**src/deq_pkg.sv**
```systemverilog
// deq_pkg: shared types, codes and constants of the double-ended queue
// used by deq_front, deq_queue, deq_back and double_ended_queue
// no dependencies
package deq_pkg;

  // fixed field widths of the stream payloads
  localparam int CMD_W          = 3;
  localparam int VALUE_W        = 32;
  localparam int STATUS_W       = 2;
  localparam int COUNT_W        = 9;
  localparam int IN_TDATA_W     = 40;
  localparam int OUT_TDATA_W    = 48;

  // defaults handed to the top level parameters
  localparam int DEPTH_DEF      = 256;
  localparam int DATA_WIDTH_DEF = 32;

  // entries in the queue between front and back
  localparam int QUEUE_DEPTH    = 2;

  // command codes carried by a request
  typedef enum logic [CMD_W-1:0] {
    CMD_PUSH_FRONT = 3'd0,
    CMD_PUSH_BACK  = 3'd1,
    CMD_POP_FRONT  = 3'd2,
    CMD_POP_BACK   = 3'd3,
    CMD_FRONT      = 3'd4,
    CMD_BACK       = 3'd5,
    CMD_SIZE       = 3'd6,
    CMD_CLEAR      = 3'd7
  } cmd_e_t;

  // result status codes
  typedef enum logic [STATUS_W-1:0] {
    ST_OK    = 2'd0,
    ST_DATA  = 2'd1,
    ST_ERROR = 2'd2
  } status_t;

  // classified request as it travels from front to back
  typedef struct packed {
    logic                      push;     // insert value
    logic                      read;     // return end value
    logic                      remove;   // read also drops the end value
    logic                      at_front; // which end the request acts on
    logic                      clear;    // empty the deque
    logic signed [VALUE_W-1:0] value;
  } op_t;

  // back end sequencing
  typedef enum logic {
    BK_EXEC,
    BK_RESP
  } bk_state_t;

endpackage

```
**src/deq_queue.sv**
```systemverilog
// deq_queue: short request queue between the front and the back end
// depends on deq_pkg
module deq_queue (
  input  logic         clk,
  input  logic         rst_n,
  input  logic         push,
  input  deq_pkg::op_t push_op,
  output logic         full,
  input  logic         pop,
  output logic         not_empty,
  output deq_pkg::op_t pop_op
);
  import deq_pkg::*;

  localparam int PTR_W = $clog2(QUEUE_DEPTH);
  localparam int CNT_W = $clog2(QUEUE_DEPTH + 1);

  op_t              slot_r [QUEUE_DEPTH];
  logic [PTR_W-1:0] wr_ptr_r;
  logic [PTR_W-1:0] rd_ptr_r;
  logic [CNT_W-1:0] cnt_r;

  assign full      = (cnt_r == CNT_W'(QUEUE_DEPTH));
  assign not_empty = (cnt_r != '0);
  assign pop_op    = slot_r[rd_ptr_r];

  // pointers and fill level
  always_ff @(posedge clk) begin
    if (!rst_n) begin
      wr_ptr_r <= '0;
      rd_ptr_r <= '0;
      cnt_r    <= '0;
    end else begin
      if (push) wr_ptr_r <= wr_ptr_r + 1'b1;
      if (pop)  rd_ptr_r <= rd_ptr_r + 1'b1;
      if (push && !pop)      cnt_r <= cnt_r + 1'b1;
      else if (pop && !push) cnt_r <= cnt_r - 1'b1;
    end
  end

  // slot storage
  always_ff @(posedge clk) begin
    if (push) slot_r[wr_ptr_r] <= push_op;
  end

endmodule

```
**config.mk**
```make
export PLATFORM = sky130hd
export DESIGN_NAME = deq_queue
export DESIGN_NICKNAME = d
export VERILOG_FILES = /design/src/deq_pkg.sv /design/src/deq_queue.sv
export SDC_FILE = /design/constraint.sdc
export NUM_CORES = 1
export LEC_CHECK = 0
export BUFFER_PORTS_ARGS = -buffer_cell sky130_fd_sc_hd__buf_2
export CORE_MARGIN = 10
export CORE_UTILIZATION = 50
export CTS_CLUSTER_SIZE = 14
export DETAILED_ROUTE_END_ITERATION = 8
export PLACE_DENSITY = 0.87
export SLEW_MARGIN = 20
export SYNTH_ARGS = -nofsm -noshare
export SYNTH_HDL_FRONTEND = slang
export SYNTH_SLANG_ARGS = --single-unit
```
**constraint.sdc**
```tcl
create_clock -name clk -period 3 [get_ports clk]
set_clock_uncertainty 0.05 [all_clocks]
set_input_delay 0.3 -clock clk [delete_from_list [all_inputs] [get_ports clk]]
set_output_delay 0.3 -clock clk [all_outputs]
set_load 0.02 [all_outputs]
```
---- After elaboration in Yosys (flattened, before gate mapping) ----
Memories as Yosys holds them, arrays and structs flattened. A register that Yosys moved wholly into a read port is not among the register bits.
Cells that the tools add are included.
storage, ports and cells
  bits in registers ....................... 4
  RAM bits ................................ 74
  logic and storage cells ................. 21
  input bits .............................. 41
  memories kept ........................... 1
  output and inout bits ................... 39
memory list
  name    words  width  rd ports  clocked after memory_dff  wr ports  line             RTL
  slot_r  2      37     1         1                         1         deq_queue.sv:18  op_t slot_r [QUEUE_DEPTH];
operators by class
  add/sub/neg operators ................... 4
  eq/ne operators ......................... 1
  multiplexer cells ....................... 6
  reductions and logical operators ........ 6
operators with widths
  cell                   number
  $mux W1                4
  $mux W2                2
  $reduce_bool A2 Y1     2
  $add A1 B1 Y1 const B  2
  $add A2 B1 Y2 const B  1
  $eq A2 B2 Y1 const B   1
  $logic_and A1 B1 Y1    2
  $logic_not A1 Y1       2
  $sub A2 B1 Y2 const B  1

---- Depth between registers and ports, before layout ----
Gate-level depths: netlist of the first run.
  word-level depth ........................ 4
  gate-level depth with buffers ........... 5

---- Least setup slack after synthesis of the first run ----
No wires, ideal clock.
  path type ............................... register to register
  start point ............................. reg wr_ptr_r
  end point ............................... mem slot_r[0][0] (netlist name), enable pin
  period minus slack after synthesis ...... 2.481 ns
  arrival time ............................ 1.995 ns
  setup slack ............................. 0.519 ns
  stages on the path, launching flop included .. 2
  buffers on the path ..................... 0
  library setup time ...................... 0.437 ns
  data required time ...................... 2.513 ns
  path through ............................ dfxtp_1 -> nor2b_1
RTL lines
  element                 line             RTL
  start, declared         deq_queue.sv:19  logic [PTR_W-1:0] wr_ptr_r;
  start signal, assigned  deq_queue.sv:34  if (push) wr_ptr_r <= wr_ptr_r + 1'b1;
  end, declared           deq_queue.sv:18
No word-level cell before the write port.

==> impl_metrics.py, run 1 <==
metrics = {
    "floorplanning": {
        "die_h_um": 96.1,
        "die_w_um": 96.1,
        "num_io_pins": 80,
        "start_util_pct": 52.0,
        "core_um2": 5570,
        "rows": 27,
        "dieArea_um2": 9240,
    },
    "route": {
        "drc": 0,
        "drt-initial-drc-count": 64,
        "wl_um": 5590,
        "num_vias": 1480,
        "first_pass_iters": 4,
        "drtAntennaViolNets": 0,
        "wl_per_cell_um": 18.6,
        "vias_per_cell": 4.92,
    },
    "critical_path": {
        "critPathCapture": "pop_op[9]",
        "r2r-end": "slot_r[1][3]",
        "rrSetupSlack_ps": 1420,
        "reg2reg_depth": 1,
        "cp.arrival_ps": 1850,
        "critical_path_class": "register to output pin",
        "critPathMaxFanout": 37,
        "r2r_start": "wr_ptr_r",
        "worst_setup_path_end_kind": "output pin",
        "critPathLaunchType": "register",
        "crit_required_ps": 2650,
    },
    "timing": {
        "max_slew_margin_pct": 39.8,
        "fin_crit_sh_pct": 73.3,
        "max_clock_freq_ghz": 0.455,
        "finalCriticalPeriod_ps": 2200,
        "slew_viol_final": 0,
        "setup_viol": 0,
        "fin_tns_setup_ps": 0,
        "hold_violations": 0,
        "worstMarginPinSlew_ps": 903,
        "timing.final.ws_setup_ps": 801,
        "grt_setup_unrepaired": "no",
    },
    "logic_synthesis": {
        "synth_edf_count": 74,
        "synth.net_count": 179,
        "synth_seq_area_share_pct": 80.1,
        "synthDistinctLibCells": 17,
        "synth_area_um2": 2900,
        "netlist.area_leader.share_pct": 76.7,
        "synthCells": 137,
        "synth-main-ff-cell": "edfxtp_1",
        "synth_most_common_cell": "edfxtp_1",
        "synthArstFlopShare_pct": 0,
        "yosysWarnings": 0,
        "synth.avg_cell_area_um2": 21.2,
        "yosys.area.top_type": "edfxtp_1",
        "synthTopCellsByArea": "edfxtp_1, mux2_2, dfxtp_1, buf_6, and2_1",
        "synth_seq_cells": 79,
        "ys_top_cells_by_count": "edfxtp_1, mux2_2, dfxtp_1, and2_1, buf_6",
    },
    "grt": {
        "overflow": 0,
        "track_usage_pct": 12.3,
        "grt_max_degree": 39,
        "antenna_found_initial": 0,
        "grt_pass1_wl_um": 8360,
        "grt_pass1_vias": 1579,
    },
    "cells_and_area": {
        "nets": 266,
        "antennaDiodeCount": 0,
        "synthToLayoutAreaGrowth_pct": 23.0,
        "drive_above_1_share_pct": 58.5,
        "postLayoutCoreUtil_pct": 64.0,
    },
    "pwr": {
        "powerDensity_nw_per_um2": 670,
        "power.leakage_nw": 1.36,
        "vdd.ir_drop.worst_mv": 0.405,
    },
    "min_path": {
        "min_path_type": "input pin to register",
        "min_path_cells": 1,
    },
    "clocking": {
        "post_cts_resized": 0,
        "cts-root-buf": "clkbuf_8",
        "cts_setup_buffers": 0,
        "cts_buffers": 9,
        "cts-htree-levels": 3,
        "cts.sinks": 79,
        "clock_path_buffers": 2,
        "clkTransAtPathRegs_ps": 80,
        "clock_latency_ps": 330,
        "cts_tree": "done",
        "hold_buffers": 0,
    },
    "placed_design": {
        "dp_hpwl_um": 3800,
        "dp_slack_ps": 1130,
        "routabilityCongestion": 0.717,
        "port_buffers": 79,
    },
    "status": {
        "status": "finished clean",
    },
    "flow_run": {
        "maxCapViolations": 0,
    },
}
-- through the flow --
| step | hold WS (ps) | total power [mW] | instance area [µm²] | std cells |
|---|---|---|---|---|
| final | 98.1 | 2.39 | 3570 | 301 |
| after global routing | 79.7 | 2.49 | 3570 | 301 |
| after CTS | 75.2 | 2.42 | 3570 | 301 |
| after detailed placement | 442 | 1.62 | 3360 | 285 |
| after global placement | 426 | 1.61 | 3360 | 285 |
| after floorplan | 349 | 1.51 | 2900 | 137 |
-- sequential cells by signal (all words and copies together) (netlist names), named ones only --
signal	count
wr_ptr_r	1
rd_ptr_r	1
cnt_r	2
slot_r	74
-- logic make-up (layout without fill, tap and decap cells) --
| family | Yosys count | after routing | share of synthesized area (%) |
|---|---|---|---|
| fa+ha+maj | 1 | 1 | 0.432 |
| compound gates | 3 | 3 | 0.691 |
| xor+xnor | 3 | 3 | 0.907 |
| simple gates | 9 | 9 | 2.03 |
| buf+inv | 5 | 97 | 1.47 |
| mux | 37 | 37 | 14.4 |
| flops | 79 | 79 | 80.1 |
-- power breakdown --
part	switching [mW]	internal, mW
logic	0.155	0.123
registers	0.0361	1.27
clock network	0.341	0.462
total	0.533	1.86
-- worst min path at each step --
stage                 from            end  slack (ps)
3_3_place_gp      cnt_r[1]       cnt_r[1]         430
3_5_place_dp   push_op[13]  slot_r[0][13]         440
4_1_cts        push_op[13]  slot_r[0][13]          80
6_report       push_op[30]  slot_r[1][30]         100
5_1_grt        push_op[33]  slot_r[0][33]          80
2_1_floorplan   push_op[0]   slot_r[0][0]         350
-- worst max-delay path, stage by stage, from the launching register on --
cell and delay [ps]:
dfxtp_2 920, mux2_2 430, buf_2 170
-- cell usage in the layout, fill, tap and decap left out, types with 2 or more instances in the layout --
cell type  instances
xor2_1             2
edfxtp_1          74
clkbuf_1           2
dfxtp_1            4
and2_1             3
clkbuf_8           9
buf_2             79
clkinv_1           2
bufinv_16          2
mux2_2            37
-- per-layer routing --
layer  wire length, µm  vias up  global-route usage, %
met5                 0        -                      0
met4               140        0                   8.23
met3               359       12                   3.04
met2              3000       40                   21.0
met1              2080      721                   13.2
li1                  -      707                      -
-- area by class of cell --
cell class                 count  area (µm²)
timing repair buffer          80         403
clock inverter                 5        72.6
tap                           72        90.1
sequential                    79        2320
multi-input combinational     53         543
clock buffer                  11         131
fill                         418        2010
inverter                       1        3.75
(Power assumes the default switching activity.)
==> run 2: changes to the inputs <==
Settings changed: CORE_UTILIZATION 50 to 46, PLACE_DENSITY 0.87 to 0.84.
Clock period 3 ns to 1.8 ns, I/O delays scaled along.
==> run 2 against run 1 <==
Effect of this change:
- worst setup slack worse by 670 ps
- non-clock buffer count is 40 higher
- combinational power is 110% higher
- count of clock-buffer cells in the layout is 2 lower
- first-iteration DRC count is 3.1% higher
- register-to-register slack worse by 940 ps
- utilization is 2.7 points higher
- cell count is 14% higher
- global-route usage is 0.36 points higher
- die area is 6.9% higher
- wire length is 10% higher
- largest power group unchanged
- highest routed layer unchanged
==> impl_metrics.py, run 2 (synthesis gave the netlist of run 1 again) <==
metrics = {
    "status": {
        "status": "finished clean",
    },
    "critical_path": {
        "cpPeakStageDelay_ps": 360,
        "worst_setup_path_end_kind": "output pin",
        "crit_slowest_cell": "dfxtp_2",
        "worst-path-buf-inv": 2,
        "cp_top_family": "buffers and inverters",
        "path_cells": "buf_4 > mux2_2 > buf_2",
        "path_depth": 3,
        "rrSetupSlack_ps": 480,
        "r2r_start": "wr_ptr_r",
        "critPathMaxFanout": 14,
        "critical_path_class": "register to output pin",
        "critPathLaunchType": "register",
        "cp.arrival_ps": 1440,
        "crit_required_ps": 1570,
        "reg2reg_depth": 2,
    },
    "grt": {
        "grt_max_degree": 32,
        "overflow": 0,
        "antenna_found_initial": 0,
        "grt_pass1_vias": 1893,
        "grt_pass1_wl_um": 9690,
        "track_usage_pct": 12.7,
    },
    "cells_and_area": {
        "drive_above_1_share_pct": 52.0,
        "synthToLayoutAreaGrowth_pct": 38.6,
        "layout_common_cells": "buf_2, edfxtp_1, mux2_2, dlygate4sd3_1, clkbuf_8",
        "final_common_cell": "buf_2",
        "nets": 306,
        "reg_top3": "slot_r x74, cnt_r x2",
        "largest_register": "slot_r",
        "postLayoutCoreUtil_pct": 66.7,
        "antennaDiodeCount": 0,
        "largest_reg_flops": 74,
    },
    "clocking": {
        "cts_buffers": 9,
        "cts_tree": "done",
        "cts.sinks": 79,
        "cts_setup_buffers": 0,
        "clock_latency_ps": 330,
        "clkTransAtPathRegs_ps": 80,
        "clock_path_buffers": 2,
        "post_cts_resized": 0,
        "cts-htree-levels": 3,
        "cts-root-buf": "clkbuf_8",
    },
    "timing": {
        "hold_violations": 0,
        "worstMarginPinSlew_ps": 292,
        "max_slew_margin_pct": 80.5,
        "finalCriticalPeriod_ps": 1670,
        "fin_tns_setup_ps": 0,
        "grt_setup_unrepaired": "no",
        "fin_crit_sh_pct": 92.7,
        "setup_viol": 0,
        "max_clock_freq_ghz": 0.599,
        "fin_hold_ws_ps": 69.5,
        "slew_viol_final": 0,
    },
    "route": {
        "drtAntennaViolNets": 0,
        "vias_per_cell": 4.77,
        "drt-initial-drc-count": 66,
        "drc": 0,
        "num_vias": 1640,
        "wl_um": 6170,
        "first_pass_iters": 4,
        "wl_per_cell_um": 17.9,
    },
    "floorplanning": {
        "start_util_pct": 48.1,
        "core_um2": 6030,
        "die_h_um": 99.4,
        "rows": 28,
        "num_io_pins": 80,
        "dieArea_um2": 9880,
        "die_w_um": 99.4,
    },
    "min_path": {
        "hp-start": "rst_n",
        "min_path_cells": 2,
        "min_path_type": "input pin to register",
    },
    "flow_run": {
        "maxCapViolations": 0,
    },
    "placed_design": {
        "routabilityCongestion": 0.686,
        "port_buffers": 79,
        "dp_hpwl_um": 4110,
    },
    "pwr": {
        "power.leakage_nw": 1.54,
        "vdd.ir_drop.worst_mv": 0.612,
        "powerDensity_nw_per_um2": 1030,
    },
}
-- run 2: worst register-to-register path: stages (launching register included) --
cell and delay, ps:
dfxtp_1 400, and2_2 310, buf_12 240
-- run 2: stage by stage --
step                      cell area [µm²]  power [mW]  std cells  setup slack (ps)
after floorplan                      2900        2.51        137              30.2
after global placement               3430        2.70        291               487
after detailed placement             3430        2.72        291               466
after CTS                            4020        4.20        344              98.1
after global routing                 4020        4.33        344              60.6
final                                4020        4.15        344               132
-- run 2: layout make-up --
class | count | area [µm²]
Sequential cell | 79 | 2320
Timing Repair Buffer | 120 | 833
Multi-Input combinational cell | 53 | 543
Fill cell | 415 | 2010
Inverter | 1 | 3.75
Clock buffer | 9 | 124
Clock inverter | 7 | 96.3
Tap cell | 75 | 93.8
-- run 2: worst paths after layout --
path / end
setup / recovery: pop_op[21]
hold / removal: wr_ptr_r
hold reg to reg: cnt_r[1]
setup reg to reg: slot_r[1][36]
-- run 2: layer usage --
metal	GRT usage (%)	vias up	part of all wire, %
li1	-	785	-
met1	13.4	788	39
met5	0	-	0
met4	5.62	0	0.58
met3	4.57	4	6.4
met2	22.0	63	54
-- run 2: power breakdown --
part	switching [mW]	internal [mW]	total (mW)
sequential	0.0320	2.12	2.15
combinational	0.309	0.277	0.587
clock	0.633	0.783	1.42
total	0.974	3.18	4.15
-- run 2: timing repair --
item                                   in CTS  in global routing
hold buffers                               37                  0
endpoints found under the hold margin      74                  0
setup endpoints to repair                   0                  0
==> run 3: changes to the inputs <==
Settings changed: CORE_UTILIZATION 46 to 48, CTS_BUF_LIST set to sky130_fd_sc_hd__clkbuf_2, PLACE_DENSITY 0.84 to 0.87.
==> run 3 against run 2 <==
Effect of this change:
- the run now ends with setup timing left
- maximum frequency down 9.8%
- combinational power rose by 17%
- sequential power hardly changed
- sequential share of layout area shrank 0.98 points
- cell count increased by 1.7%
- via count grew 4.5%
- clock power down 45%
- count of clock-buffer cells in the layout grew 1
==> impl_metrics.py, run 3 (synthesis gave the netlist of run 1 again) <==
metrics = {
    "timing": {
        "hold_violations": 0,
        "fin_crit_sh_pct": 103,
        "setup_viol": 15,
        "worstMarginPinSlew_ps": 340,
        "max_slew_margin_pct": 77.3,
        "timing.final.ws_setup_ps": -49.0,
        "grt_setup_unrepaired": "yes",
        "finalCriticalPeriod_ps": 1850,
        "max_clock_freq_ghz": 0.541,
        "slew_viol_final": 0,
        "fin_tns_setup_ps": -256,
        "fin_hold_ws_ps": 146,
    },
    "route": {
        "drtAntennaViolNets": 0,
        "drt-initial-drc-count": 44,
        "wl_per_cell_um": 20.1,
        "drc": 0,
        "wl_um": 7020,
        "vias_per_cell": 4.89,
        "first_pass_iters": 4,
        "num_vias": 1713,
    },
    "clocking": {
        "cts_buffers": 9,
        "clock_latency_ps": 490,
        "cts.sinks": 79,
        "cts-htree-levels": 3,
        "clock_path_buffers": 2,
        "cts_tree": "done",
        "clkTransAtPathRegs_ps": 210,
        "cts_setup_buffers": 0,
        "cts-root-buf": "clkbuf_2",
    },
    "grt": {
        "grt_pass1_wl_um": 10100,
        "grt_pass1_vias": 1973,
        "overflow": 0,
        "antenna_found_initial": 0,
        "track_usage_pct": 13.5,
        "grt_max_degree": 38,
    },
    "placed_design": {
        "dp_hpwl_um": 4110,
        "port_buffers": 79,
        "routabilityCongestion": 0.711,
    },
    "critical_path": {
        "critical_path_class": "register to output pin",
        "critPathLaunchType": "register",
        "cp.arrival_ps": 1620,
        "cpPeakStageDelay_ps": 450,
        "r2r-end": "wr_ptr_r",
        "critPathCapture": "pop_op[35]",
        "crit_slowest_cell": "dfxtp_4",
        "r2r_start": "wr_ptr_r",
        "crit_required_ps": 1570,
        "reg2reg_depth": 3,
        "rrSetupSlack_ps": 420,
        "path_cells": "buf_12 > mux2_2 > buf_4",
        "worst_setup_path_end_kind": "output pin",
        "critPathMaxFanout": 13,
    },
    "cells_and_area": {
        "antennaDiodeCount": 0,
        "final_common_cell": "edfxtp_1",
        "drive_above_1_share_pct": 51.6,
        "nets": 312,
        "largest_register": "slot_r",
        "postLayoutCoreUtil_pct": 69.5,
        "largest_reg_flops": 74,
        "num-fill-cells": 385,
        "synthToLayoutAreaGrowth_pct": 41.1,
        "reg_top3": "slot_r x74, cnt_r x2",
        "layout_common_cells": "edfxtp_1, buf_2, dlygate4sd3_1, mux2_2, buf_4",
    },
    "floorplanning": {
        "die_h_um": 97.7,
        "num_io_pins": 80,
        "start_util_pct": 49.3,
        "core_um2": 5890,
        "die_w_um": 97.7,
        "dieArea_um2": 9550,
        "rows": 28,
    },
    "pwr": {
        "powerDensity_nw_per_um2": 885,
        "power.leakage_nw": 1.60,
        "vdd.ir_drop.worst_mv": 0.621,
        "power_mw": 3.62,
    },
    "flow_run": {
        "maxCapViolations": 0,
    },
    "status": {
        "status": "complete, but fails checks",
        "violations": "setup timing",
    },
    "min_path": {
        "min_path_type": "input pin to register",
    },
}
run 3: cell types whose count changed in the layout (fill, tap and decap cells not counted), moves of 2 or more:
cell,before,now
mux2_2,37,28
bufinv_16,2,0
clkbuf_8,9,0
clkbuf_2,0,10
buf_4,1,13
dlygate4sd3_1,37,40
buf_2,79,57
mux2_4,0,9
buf_6,0,12
run 3: area by class of cell:
type,instances,area [µm²],share of cell area [%]
clock inverters,6,37.5,0.917
repair buffers,126,1000,24.5
flip-flops and latches,79,2330,56.9
clock buffers,10,50.0,1.22
well taps,75,93.8,2.29
inverters,1,3.75,0.0917
multi-input cells,53,577,14.1
run 3: where the power goes:
group | internal (mW) | total [mW] | switching [mW]
clock network | 0.184 | 0.774 | 0.590
registers | 2.12 | 2.16 | 0.0403
logic | 0.356 | 0.689 | 0.333
run 3: critical path, delay by kind of cell, from the launching register on:
| family | cells | cell delay, ps |
|---|---|---|
| DFF | 1 | 450 |
| muxes | 1 | 370 |
| buffers and inverters | 2 | 330 |
run 3: through the flow:
stage / std cells / cell area, µm² / setup WS (ps)
after floorplan: 137 / 2900 / 30.2
after global placement: 292 / 3410 / 401
after detailed placement: 292 / 3410 / 378
after CTS: 348 / 3930 / -59.0
after global routing: 350 / 4090 / -143
final: 350 / 4090 / -49.0
run 3: how the worst min path moves through the flow:
| stage | startpoint | to | slack, ps | cells past startpoint |
|---|---|---|---|---|
| global placement | push_op[6] | slot_r[1][6] | 320 | 1 |
| finish | push | cnt_r[1] | 150 | 4 |
| floorplan | push_op[0] | slot_r[0][0] | 230 | 0 |
| global route | push | cnt_r[1] | 140 | 4 |
| detailed placement | push_op[8] | slot_r[0][8] | 320 | 1 |
| CTS | push | cnt_r[1] | 80 | 4 |
run 3: repair_timing:
item	CTS	global route
cloned	0	2
hold buffers	40	0
hold endpoints to repair	79	0
endpoints found under the setup margin	37	37
gates resized for setup	9	40
run 3: metal layers:
layer	track usage [%]	wire length (µm)	part of all wire (%)	vias to the layer above
met3	3.84	287	4.1	14
met1	12.6	2490	35	837
met4	7.61	168	2.4	0
li1	-	-	-	799
met5	0	0	0	-
met2	25.4	4080	58	63
